### config.mk
export PLATFORM = sky130hd
export DESIGN_NAME = signed_int_to_decimal_ascii_unit
export DESIGN_NICKNAME = d
export VERILOG_FILES = /design/src/hw/rtl/sida_pkg.sv /design/src/hw/rtl/sida_bcd_unit.sv /design/src/hw/rtl/signed_int_to_decimal_ascii_unit.sv
export SDC_FILE = /design/constraint.sdc
export NUM_CORES = 1
export LEC_CHECK = 0
export BUFFER_PORTS_ARGS = -buffer_cell sky130_fd_sc_hd__buf_2
export CAP_MARGIN = 15
export CORE_ASPECT_RATIO = 0.7
export CORE_MARGIN = 2
export CORE_UTILIZATION = 55
export CTS_BUF_LIST = sky130_fd_sc_hd__clkbuf_16
export CTS_CLUSTER_SIZE = 24
export DETAILED_ROUTE_END_ITERATION = 8
export GPL_TIMING_DRIVEN = 0
export HOLD_SLACK_MARGIN = 0.08
export PLACE_DENSITY = 0.77
export RECOVER_POWER = 100
export SLEW_MARGIN = 15
export SYNTH_ARGS = -nofsm -noshare
export SYNTH_HDL_FRONTEND = slang
export SYNTH_HIERARCHICAL = 1
export SYNTH_SLANG_ARGS = --single-unit
### constraint.sdc
create_clock -name clk -period 2.69 [get_ports clk]
set_input_delay 0.269 -clock clk [delete_from_list [all_inputs] [get_ports clk]]
set_output_delay 0.269 -clock clk [all_outputs]
set_load 0.1 [all_outputs]
### src/hw/rtl/sida_pkg.sv
`default_nettype none
package sida_pkg;

	localparam logic [7:0] CHAR_MINUS = 8'd45;
	localparam logic [7:0] CHAR_ZERO  = 8'd48;

	// Operations of the shared BCD shift unit
	typedef enum logic [1:0] {
		BCD_HOLD,
		BCD_LOAD,
		BCD_DABBLE,
		BCD_DIGIT_SHIFT
	} bcd_op_t;

	// Sequencer states
	typedef enum logic [2:0] {
		ST_IDLE,
		ST_CONV,
		ST_SKIP,
		ST_SIGN,
		ST_EMIT
	} state_t;

endpackage
`default_nettype wire

### src/hw/rtl/sida_bcd_unit.sv
`default_nettype none
// Shift-and-add-3 binary to BCD unit; also shifts out one digit at a time.
module sida_bcd_unit #(
	parameter int VALUE_BITS = 32,
	parameter int NDIG       = 10
) (
	input  wire                    clk,
	input  var sida_pkg::bcd_op_t  op,
	input  wire [VALUE_BITS-1:0]   load_mag,
	output logic [3:0]             top_digit
);

	localparam int BCD_BITS = 4 * NDIG;

	logic [VALUE_BITS-1:0] mag_q;
	logic [BCD_BITS-1:0]   bcd_q;
	logic [BCD_BITS-1:0]   adj;

	// Add 3 to every digit of five or more before the shift
	always_comb begin
		for (int i = 0; i < NDIG; i++) begin
			if (bcd_q[i*4 +: 4] >= 4'd5) begin
				adj[i*4 +: 4] = bcd_q[i*4 +: 4] + 4'd3;
			end else begin
				adj[i*4 +: 4] = bcd_q[i*4 +: 4];
			end
		end
	end

	always_ff @(posedge clk) begin
		unique case (op)
			sida_pkg::BCD_LOAD: begin
				mag_q <= load_mag;
				bcd_q <= '0;
			end
			sida_pkg::BCD_DABBLE: begin
				bcd_q <= {adj[BCD_BITS-2:0], mag_q[VALUE_BITS-1]};
				mag_q <= {mag_q[VALUE_BITS-2:0], 1'b0};
			end
			sida_pkg::BCD_DIGIT_SHIFT: begin
				bcd_q <= {bcd_q[BCD_BITS-5:0], 4'h0};
			end
			sida_pkg::BCD_HOLD: begin
				bcd_q <= bcd_q;
			end
			default: begin
				bcd_q <= bcd_q;
			end
		endcase
	end

	assign top_digit = bcd_q[BCD_BITS-1 -: 4];

endmodule
`default_nettype wire

### src/hw/rtl/signed_int_to_decimal_ascii_unit.sv
// The first character follows the bit-serial BCD conversion (one bit per cycle) and the
// leading-zero digit scan; a new value is accepted only after the last character of the
// previous one has gone out.
// Characters leave one per cycle while the sink is ready; s_tready is low meanwhile.
// Reset: arst_n asynchronous, active low; returns the sequencer to idle, drops output.
`default_nettype none
module signed_int_to_decimal_ascii_unit #(
	parameter int VALUE_BITS = 32
) (
	input  wire                                 clk,
	input  wire                                 arst_n,
	// input stream
	input  wire                                 s_tvalid,
	output logic                                s_tready,
	input  wire [((VALUE_BITS+7)/8)*8-1:0]      s_tdata,   // [VALUE_BITS-1:0] value
	// output stream
	output logic                                m_tvalid,
	input  wire                                 m_tready,
	output logic [7:0]                          m_tdata,   // [7:0] character
	output logic                                m_tlast    // last_char
);

	// Decimal digits that hold any magnitude up to 2^(VALUE_BITS-1)
	localparam int NDIG     = (VALUE_BITS * 30103) / 100000 + 1;
	localparam int CNT_BITS = $clog2(VALUE_BITS + 1);
	localparam int DIG_BITS = $clog2(NDIG + 1);

	sida_pkg::state_t   state_q, state_d;
	sida_pkg::bcd_op_t  op;
	logic [CNT_BITS-1:0] cnt_q, cnt_d;
	logic [DIG_BITS-1:0] dig_q, dig_d;
	logic                neg_q, neg_d;

	logic [VALUE_BITS-1:0] raw;
	logic [VALUE_BITS-1:0] mag;
	logic [3:0]            top_digit;

	// Magnitude as an unsigned value, so the most negative input stays exact
	assign raw = s_tdata[VALUE_BITS-1:0];
	assign mag = raw[VALUE_BITS-1] ? (~raw + 1'b1) : raw;

	sida_bcd_unit #(
		.VALUE_BITS(VALUE_BITS),
		.NDIG      (NDIG)
	) u_bcd (
		.clk      (clk),
		.op       (op),
		.load_mag (mag),
		.top_digit(top_digit)
	);

	always_ff @(posedge clk or negedge arst_n) begin
		if (!arst_n) begin
			state_q <= sida_pkg::ST_IDLE;
			cnt_q   <= '0;
			dig_q   <= '0;
			neg_q   <= 1'b0;
		end else begin
			state_q <= state_d;
			cnt_q   <= cnt_d;
			dig_q   <= dig_d;
			neg_q   <= neg_d;
		end
	end

	always_comb begin
		state_d  = state_q;
		cnt_d    = cnt_q;
		dig_d    = dig_q;
		neg_d    = neg_q;
		op       = sida_pkg::BCD_HOLD;
		s_tready = 1'b0;
		m_tvalid = 1'b0;
		m_tdata  = sida_pkg::CHAR_ZERO + {4'h0, top_digit};
		m_tlast  = 1'b0;
		unique case (state_q)
			sida_pkg::ST_IDLE: begin
				s_tready = 1'b1;
				if (s_tvalid) begin
					// load magnitude, remember the sign, start the bit loop
					op      = sida_pkg::BCD_LOAD;
					neg_d   = raw[VALUE_BITS-1];
					cnt_d   = CNT_BITS'(VALUE_BITS);
					state_d = sida_pkg::ST_CONV;
				end
			end
			sida_pkg::ST_CONV: begin
				// one magnitude bit into the BCD register per cycle
				op    = sida_pkg::BCD_DABBLE;
				cnt_d = cnt_q - 1'b1;
				if (cnt_q == CNT_BITS'(1)) begin
					dig_d   = DIG_BITS'(NDIG);
					state_d = sida_pkg::ST_SKIP;
				end
			end
			sida_pkg::ST_SKIP: begin
				// drop leading zeros, but keep the units digit
				if (top_digit == 4'h0 && dig_q != DIG_BITS'(1)) begin
					op    = sida_pkg::BCD_DIGIT_SHIFT;
					dig_d = dig_q - 1'b1;
				end else if (neg_q) begin
					state_d = sida_pkg::ST_SIGN;
				end else begin
					state_d = sida_pkg::ST_EMIT;
				end
			end
			sida_pkg::ST_SIGN: begin
				m_tvalid = 1'b1;
				m_tdata  = sida_pkg::CHAR_MINUS;
				if (m_tready) begin
					state_d = sida_pkg::ST_EMIT;
				end
			end
			sida_pkg::ST_EMIT: begin
				m_tvalid = 1'b1;
				m_tlast  = (dig_q == DIG_BITS'(1));
				if (m_tready) begin
					// advance to the next digit once this item is taken
					op    = sida_pkg::BCD_DIGIT_SHIFT;
					dig_d = dig_q - 1'b1;
					if (dig_q == DIG_BITS'(1)) begin
						state_d = sida_pkg::ST_IDLE;
					end
				end
			end
			default: begin
				state_d = sida_pkg::ST_IDLE;
			end
		endcase
	end

endmodule
`default_nettype wire

==> out/qor.txt, run 1 <==
Root Buffer Master - clkbuf_16
HP Class - in -> reg
post-synthesis xor/xnor area fraction - 0.0447
DR DRC count - 0
wire length per cell - 17.1 um
Finished Cell Area - 6870 um^2
commonest register cell after synthesis - edfxtp_1
Synth warnings - 6
HPWL Detailed - 8970 um
Die Ht - 90.5 um
largest net degree at the start of global routing - 33
Worst Skew - 0.00594 ns
CTS Buffer Depth - 2
placed insts - 740
pwr dens - 1290 nW/um^2
cell taking the most area after synthesis - edfxtp_1
R2R Setup Slk - 0.06 ns
CP max-delay cell - edfxtp_1
routed vias - 4738
Finished Layout Cells - 767
fin util - 0.661
htree depth - 3
DRT Pass-1 Iters - 5
CP Data Required Time - 2.78 ns
first-pass GRT wire length - 21700 um
r2r endpoint - u_bcd/mag_q[22]
placed inst area - 6430 um^2
Simple-Gate Fraction of Synth Area - 0.164
post-synth top area share - 0.367
Worst-path clk slew - 0.06 ns
Min Hold Slack - 0.313 ns
WS Path Type - reg -> reg
crit path DAT - 2.72 ns
top cells by area, synth - edfxtp_1 (37%), mux2_2 (6.1%), dfrtp_1 (6.0%)
status - complete, no violations
Synth Area in Compound Gates - 0.177
CP peak stage delay - 0.42 ns
post-layout min period - 2.63 ns
most frequent cell after synthesis - edfxtp_1
routed vias/inst - 6.18
Num CTS Buffers - 9
Unique masters post-synth - 61
setup ws final - 0.0571 ns
row count - 31
I/O pin total - 47
RSZ-0062 raised after global routing - true
worst rel slew slack - 0.233
Crit path depth - 9
Seq/Total Area, Yosys - 0.427
CP startpoint kind - flop
CTS tree - built
setup violators final - 0
worst hold endpoint - cnt_q[5]
gpl congestion - 0.848
clk sinks - 86
Synth Area in Adders - 0.0595
WP buf/inv - 3
Max Cap Viol - 0
Post-synth ARST share - 0.163
worst-path fanout max - 10
initial antenna violation count - 0
leakage power - 2.66 nW
worst hold stages - 3
total power - 8.89 mW
antenna viol nets, final - 0
total track usage - 0.235
Worst Tran Pin Value - 1.15 ns
antenna cells - 0
grt total ovfl - 0
RR Startpoint - u_bcd/bcd_q[38]
min-delay src - s_tvalid
largest family of logic cells by synthesized area - compound AO/OA/AOI/OAI gates
crit-path cells - buf_4 > nor4_4 > a31oi_4 > or2_4 > nand2_1 > ha_4 > buf_4 > buf_6 > mux2_2
fin crit share - 0.979
# port buffers - 43
Sum Neg Setup Slack - 0 ns
Highest Clock Rate - 380 MHz
Final Hold Fails - 0
Cell Area, Synth - 5880 um^2
Avg Inst Size Synth - 10.4 um^2
Worst VDD drop - 0.647 mV
max-slew violations - 0
Crit path max-delay family - simple AND/OR/NAND/NOR gates
Place WS - -0.616 ns
share of cells above drive strength 1 - 0.255
initial core utilization - 0.566
vias in the first global route - 4573
Syn-to-layout area delta - 16.8%
flops & latches, synth - 86
EDFF count, synth - 72
multiplexer area fraction after synthesis - 0.0697
Post-synth top cells - edfxtp_1 (72), nand2_1 (48), o21ai_0 (34), inv_1 (33), mux2_2 (32)
Die ar. - 11600 um^2
R2R cell count - 9
Core Area - 10400 um^2
Die W - 128 um
detailed router's first-iteration violation count - 327
Syn Inst Count - 564
Final nets - 694
crit-path most repeated cell - buf_4
critical path endpoint category - flop
routed wire length - 13100 um
clock latency on the worst-skew pair - 0.34 ns
==> timing repair <==
| item | in CTS | in global routing |
|---|---|---|
| cloned | 1 | 0 |
| hold buffers | 1 | 0 |
| resized for setup | 12 | 7 |
| hold endpoints to repair | 14 | 0 |
| endpoints found under the setup margin | 144 | 73 |
| pin swaps | 2 | 3 |
| setup buffers | 5 | 6 |
==> where the power goes <==
group | switching, mW | internal [mW] | leakage [nW]
logic | 2.63 | 1.93 | 1.56
registers | 0.480 | 2.56 | 0.942
clock network | 0.496 | 0.799 | 0.153
==> final cells by class <==
class                           instances  area (um^2)
Timing Repair Buffer                   55          305
Clock inverter                          7         80.1
Buffer                                 38          275
Fill cell                             792         3520
Timing Repair inverter                  1         7.51
Multi-Input combinational cell        405         3170
Inverter                               34          131
Tap cell                              132          165
Clock buffer                            9          225
Sequential cell                        86         2510
==> worst min-delay path, stage by stage <==
cell	delay [ns]
buf_2	0.12
a221oi_1	0.08
a31oi_1	0.13
==> metal layers <==
layer / vias up / share of wire / track usage
met2: 177 / 0.47 / 0.377
met3: 23 / 0.065 / 0.0575
met5: - / 0 / 0
li1: 2255 / - / -
met1: 2283 / 0.45 / 0.316
met4: 0 / 0.015 / 0.0723
==> cell families (layout without fill, tap and decap cells) <==
| group | after synthesis | after routing |
|---|---|---|
| adder cells (fa/ha/maj) | 28 | 28 |
| multiplexers | 37 | 37 |
| XOR/XNOR | 30 | 30 |
| AO/OA/AOI/OAI | 139 | 139 |
| buffers and inverters | 74 | 144 |
| flip-flops | 86 | 86 |
| other | 2 | 3 |
| AND/OR/NAND/NOR | 168 | 168 |
==> sequential cells by signal (all words and copies together) (netlist names) <==
signal,cells
state_q,3
cnt_q,6
neg_q,1
dig_q,4
u_bcd/bcd_q,40
u_bcd/mag_q,32
==> cell usage in the layout (no fill, tap or decap), types with 11 or more instances in the layout <==
| cell | synthesis | layout |
|---|---|---|
| nand2_1 | 48 | 46 |
| buf_2 | 8 | 36 |
| dfrtp_1 | 14 | 14 |
| clkbuf_1 | 18 | 15 |
| mux2_2 | 32 | 32 |
| buf_4 | 9 | 21 |
| nand3b_1 | 11 | 11 |
| xnor2_1 | 30 | 30 |
| edfxtp_1 | 72 | 72 |
| a2111o_1 | 12 | 12 |
| nand2b_1 | 16 | 16 |
| nor2_1 | 11 | 11 |
| nand3_1 | 26 | 17 |
| a21oi_1 | 20 | 20 |
| ha_1 | 28 | 26 |
| nor3b_1 | 11 | 11 |
| o21ai_0 | 34 | 33 |
| inv_1 | 33 | 30 |
==> worst max-delay path by stage <==
stage	from	to	slack, ns
finish	u_bcd/bcd_q[38]	u_bcd/mag_q[22]	0.06
floorplan	state_q[2]	m_tdata[0]	-0.19
CTS	dig_q[1]	u_bcd/bcd_q[29]	0.02
detailed placement	dig_q[1]	u_bcd/bcd_q[15]	-0.62
global placement	dig_q[1]	u_bcd/bcd_q[14]	-0.55
global route	u_bcd/bcd_q[38]	u_bcd/bcd_q[21]	-0.06
Note: power is estimated with default switching activity, not from simulation.
==> run 2, diff against run 1 <==
--- a/config.mk
+++ b/config.mk
@@ -15,7 +15,7 @@
 export DETAILED_ROUTE_END_ITERATION = 8
 export GPL_TIMING_DRIVEN = 0
 export HOLD_SLACK_MARGIN = 0.08
-export PLACE_DENSITY = 0.77
+export PLACE_DENSITY = 0.76
 export RECOVER_POWER = 100
 export SLEW_MARGIN = 15
 export SYNTH_ARGS = -nofsm -noshare
==> run 2 against run 1 <==
Worst hold slack lost 0.0067 ns. Wire length grew 0.33%. Sequential cell count is the same. Via count shrank 1.6%. Clock skew shrank 0.0028 ns. Critical path depth grew 1. Setup slack gained 0.032 ns. Cell area shrank 1.2%. Sequential share of layout area grew 0.46 points. Sequential power is essentially flat. Total power shrank 2.7%. Largest cell class unchanged. Highest routed layer unchanged.
==> out/qor.txt, run 2 (same netlist as run 1, synthesis figures left out) <==
status - complete, no violations
Core Area - 10400 um^2 (unchanged)
RSZ-0062 raised after global routing - false
CTS tree - built
crit path DAT - 2.69 ns (-0.03 ns)
Filler Cell Count - 827 (+4.4%)
Worst-path clk slew - 0.06 ns (about the same)
Worst Skew - 0.00312 ns (-0.00281 ns)
Sum Neg Setup Slack - 0 ns (unchanged)
commonest cells after routing, fill and taps aside - edfxtp_1 (72), nand2_1 (45), buf_2 (35), o21ai_0 (33), mux2_2 (32)
pwr dens - 1280 nW/um^2 (-1.5%)
share of cells above drive strength 1 - 0.254 (-0.00155)
routed wire length - 13200 um (+0.33%)
critical path endpoint category - flop
worst rel slew slack - 0.222 (-0.0109)
Syn-to-layout area delta - 15.3%
Num CTS Buffers - 9 (unchanged)
largest reg by FF count - u_bcd/bcd_q
vias in the first global route - 4518 (-1.2%)
Final Hold Fails - 0 (unchanged)
Max Cap Viol - 0 (unchanged)
initial core utilization - 0.566 (unchanged)
antenna cells - 0 (unchanged)
routed vias - 4662 (-1.6%)
DRT Pass-1 Iters - 5 (unchanged)
Root Buffer Master - clkbuf_16
Finished Layout Cells - 763 (-0.52%)
max reg flops - 40 (unchanged)
gpl congestion - 0.860 (+1.4%)
leakage power - 2.62 nW (-1.3%)
Register Area - 2510 um^2 (unchanged)
Largest regs - u_bcd/bcd_q: 40 flops, u_bcd/mag_q: 32 flops, cnt_q: 6 flops
wire length per cell - 17.3 um (+0.85%)
Die Ht - 90.5 um (unchanged)
Final nets - 690 (-0.58%)
first-pass GRT wire length - 22000 um (+1.4%)
antenna viol nets, final - 0 (unchanged)
routed vias/inst - 6.11 (-1.1%)
Die ar. - 11600 um^2 (unchanged)
CP startpoint kind - flop
grt total ovfl - 0 (unchanged)
max-slew violations - 0 (unchanged)
Die W - 128 um (unchanged)
Multi-input gate area - 3170 um^2 (about the same)
clock latency on the worst-skew pair - 0.34 ns (about the same)
Min Hold Slack - 0.306 ns (-0.00670 ns)
total track usage - 0.237 (+0.00220)
WS Path Type - reg -> reg
fin util - 0.653 (-0.00818)
worst-path fanout max - 10 (unchanged)
most common cell after layout, fill and taps aside - edfxtp_1
# port buffers - 43 (unchanged)
setup violators final - 0 (unchanged)
Worst Tran Pin Value - 1.17 ns (+0.0165 ns)
DR DRC count - 0 (unchanged)
Highest Clock Rate - 384 MHz (+1.2%)
placed insts - 740 (unchanged)
HPWL Detailed - 9020 um (+0.47%)
clk sinks - 86 (unchanged)
largest net degree at the start of global routing - 33 (unchanged)
detailed router's first-iteration violation count - 330 (+0.92%)
CP Data Required Time - 2.78 ns (about the same)
initial antenna violation count - 0 (unchanged)
I/O pin total - 47 (unchanged)
htree depth - 3 (unchanged)
total power - 8.65 mW (-2.7%)
CTS Buffer Depth - 2 (unchanged)
fin crit share - 0.967 (-0.0118)
HP Class - in -> reg
post-layout min period - 2.60 ns (-0.0319 ns)
row count - 31 (unchanged)
Worst VDD drop - 0.636 mV (-1.6%)
run 2: cell count changes in the layout (fill, tap and decap cells not counted), moves of 2 or more:
| cell | change |
|---|---|
| clkbuf_4 | +4 |
| bufinv_16 | -2 |
| clkinv_2 | +4 |
| clkinv_1 | -3 |
| buf_6 | -2 |
| buf_4 | -7 |
run 2: worst paths after layout:
path	start	end	slack, ns	cells past startpoint
min in group asynchronous	arst_n	cnt_q[5]	0.51	2
max in group asynchronous	arst_n	dig_q[3]	1.70	2
hold / removal	s_tdata[0]	u_bcd/mag_q[0]	0.31	2
hold reg to reg	cnt_q[4]	cnt_q[4]	0.50	1
setup / recovery	u_bcd/bcd_q[39]	u_bcd/bcd_q[6]	0.09	10
setup reg to reg	u_bcd/bcd_q[39]	u_bcd/bcd_q[6]	0.09	10
run 2: routing by layer:
metal  track usage  vias up  share of wire
met5             0        -              0
li1              -     2247              -
met2         0.375      164           0.46
met3        0.0480       12          0.059
met4        0.0595        0         0.0096
met1         0.336     2239           0.47
run 2: cell type report:
type | count | area share
Timing Repair inverter | 1 | 0.00111
Buffer | 38 | 0.0391
Clock inverter | 7 | 0.00479
Tap cell | 132 | 0.0243
Inverter | 34 | 0.0197
Timing Repair Buffer | 51 | 0.0404
Clock buffer | 9 | 0.0332
Multi-Input combinational cell | 405 | 0.467
Sequential cell | 86 | 0.370
run 2: through the flow:
| step | worst slack, ns | cell area [um^2] |
|---|---|---|
| after detailed placement | -0.602 | 6430 |
| after global routing | 0.00293 | 6790 |
| after floorplan | -0.193 | 6050 |
| after CTS | 0.00121 | 6790 |
| final | 0.0890 | 6790 |
| after global placement | -0.569 | 6430 |
run 2: timing repair:
action / in CTS / in global routing
resized for setup: 13 / 9
gates cloned: 1 / 0
pin swaps: 2 / 2
hold endpoints to repair: 14 / 0
hold buffers: 1 / 0
buffers inserted: 5 / 2
setup endpoints to repair: 144 / 104
run 2: where the power goes:
| part | internal [mW] | switching, mW | leakage (nW) | total [mW] |
|---|---|---|---|---|
| Clock | 0.611 | 0.510 | 0.140 | 1.12 |
| Combinational | 1.88 | 2.61 | 1.54 | 4.49 |
| Sequential | 2.56 | 0.478 | 0.942 | 3.04 |
| Total | 5.05 | 3.60 | 2.62 | 8.65 |
run 2: critical path: stages, from the launching register on:
cell,delay [ns]
edfxtp_1,0.41
buf_4,0.16
nor4_4,0.35
a31oi_4,0.14
or2_4,0.29
nand2_2,0.11
inv_4,0.05
ha_4,0.20
buf_6,0.16
clkbuf_4,0.22
a32o_1,0.26
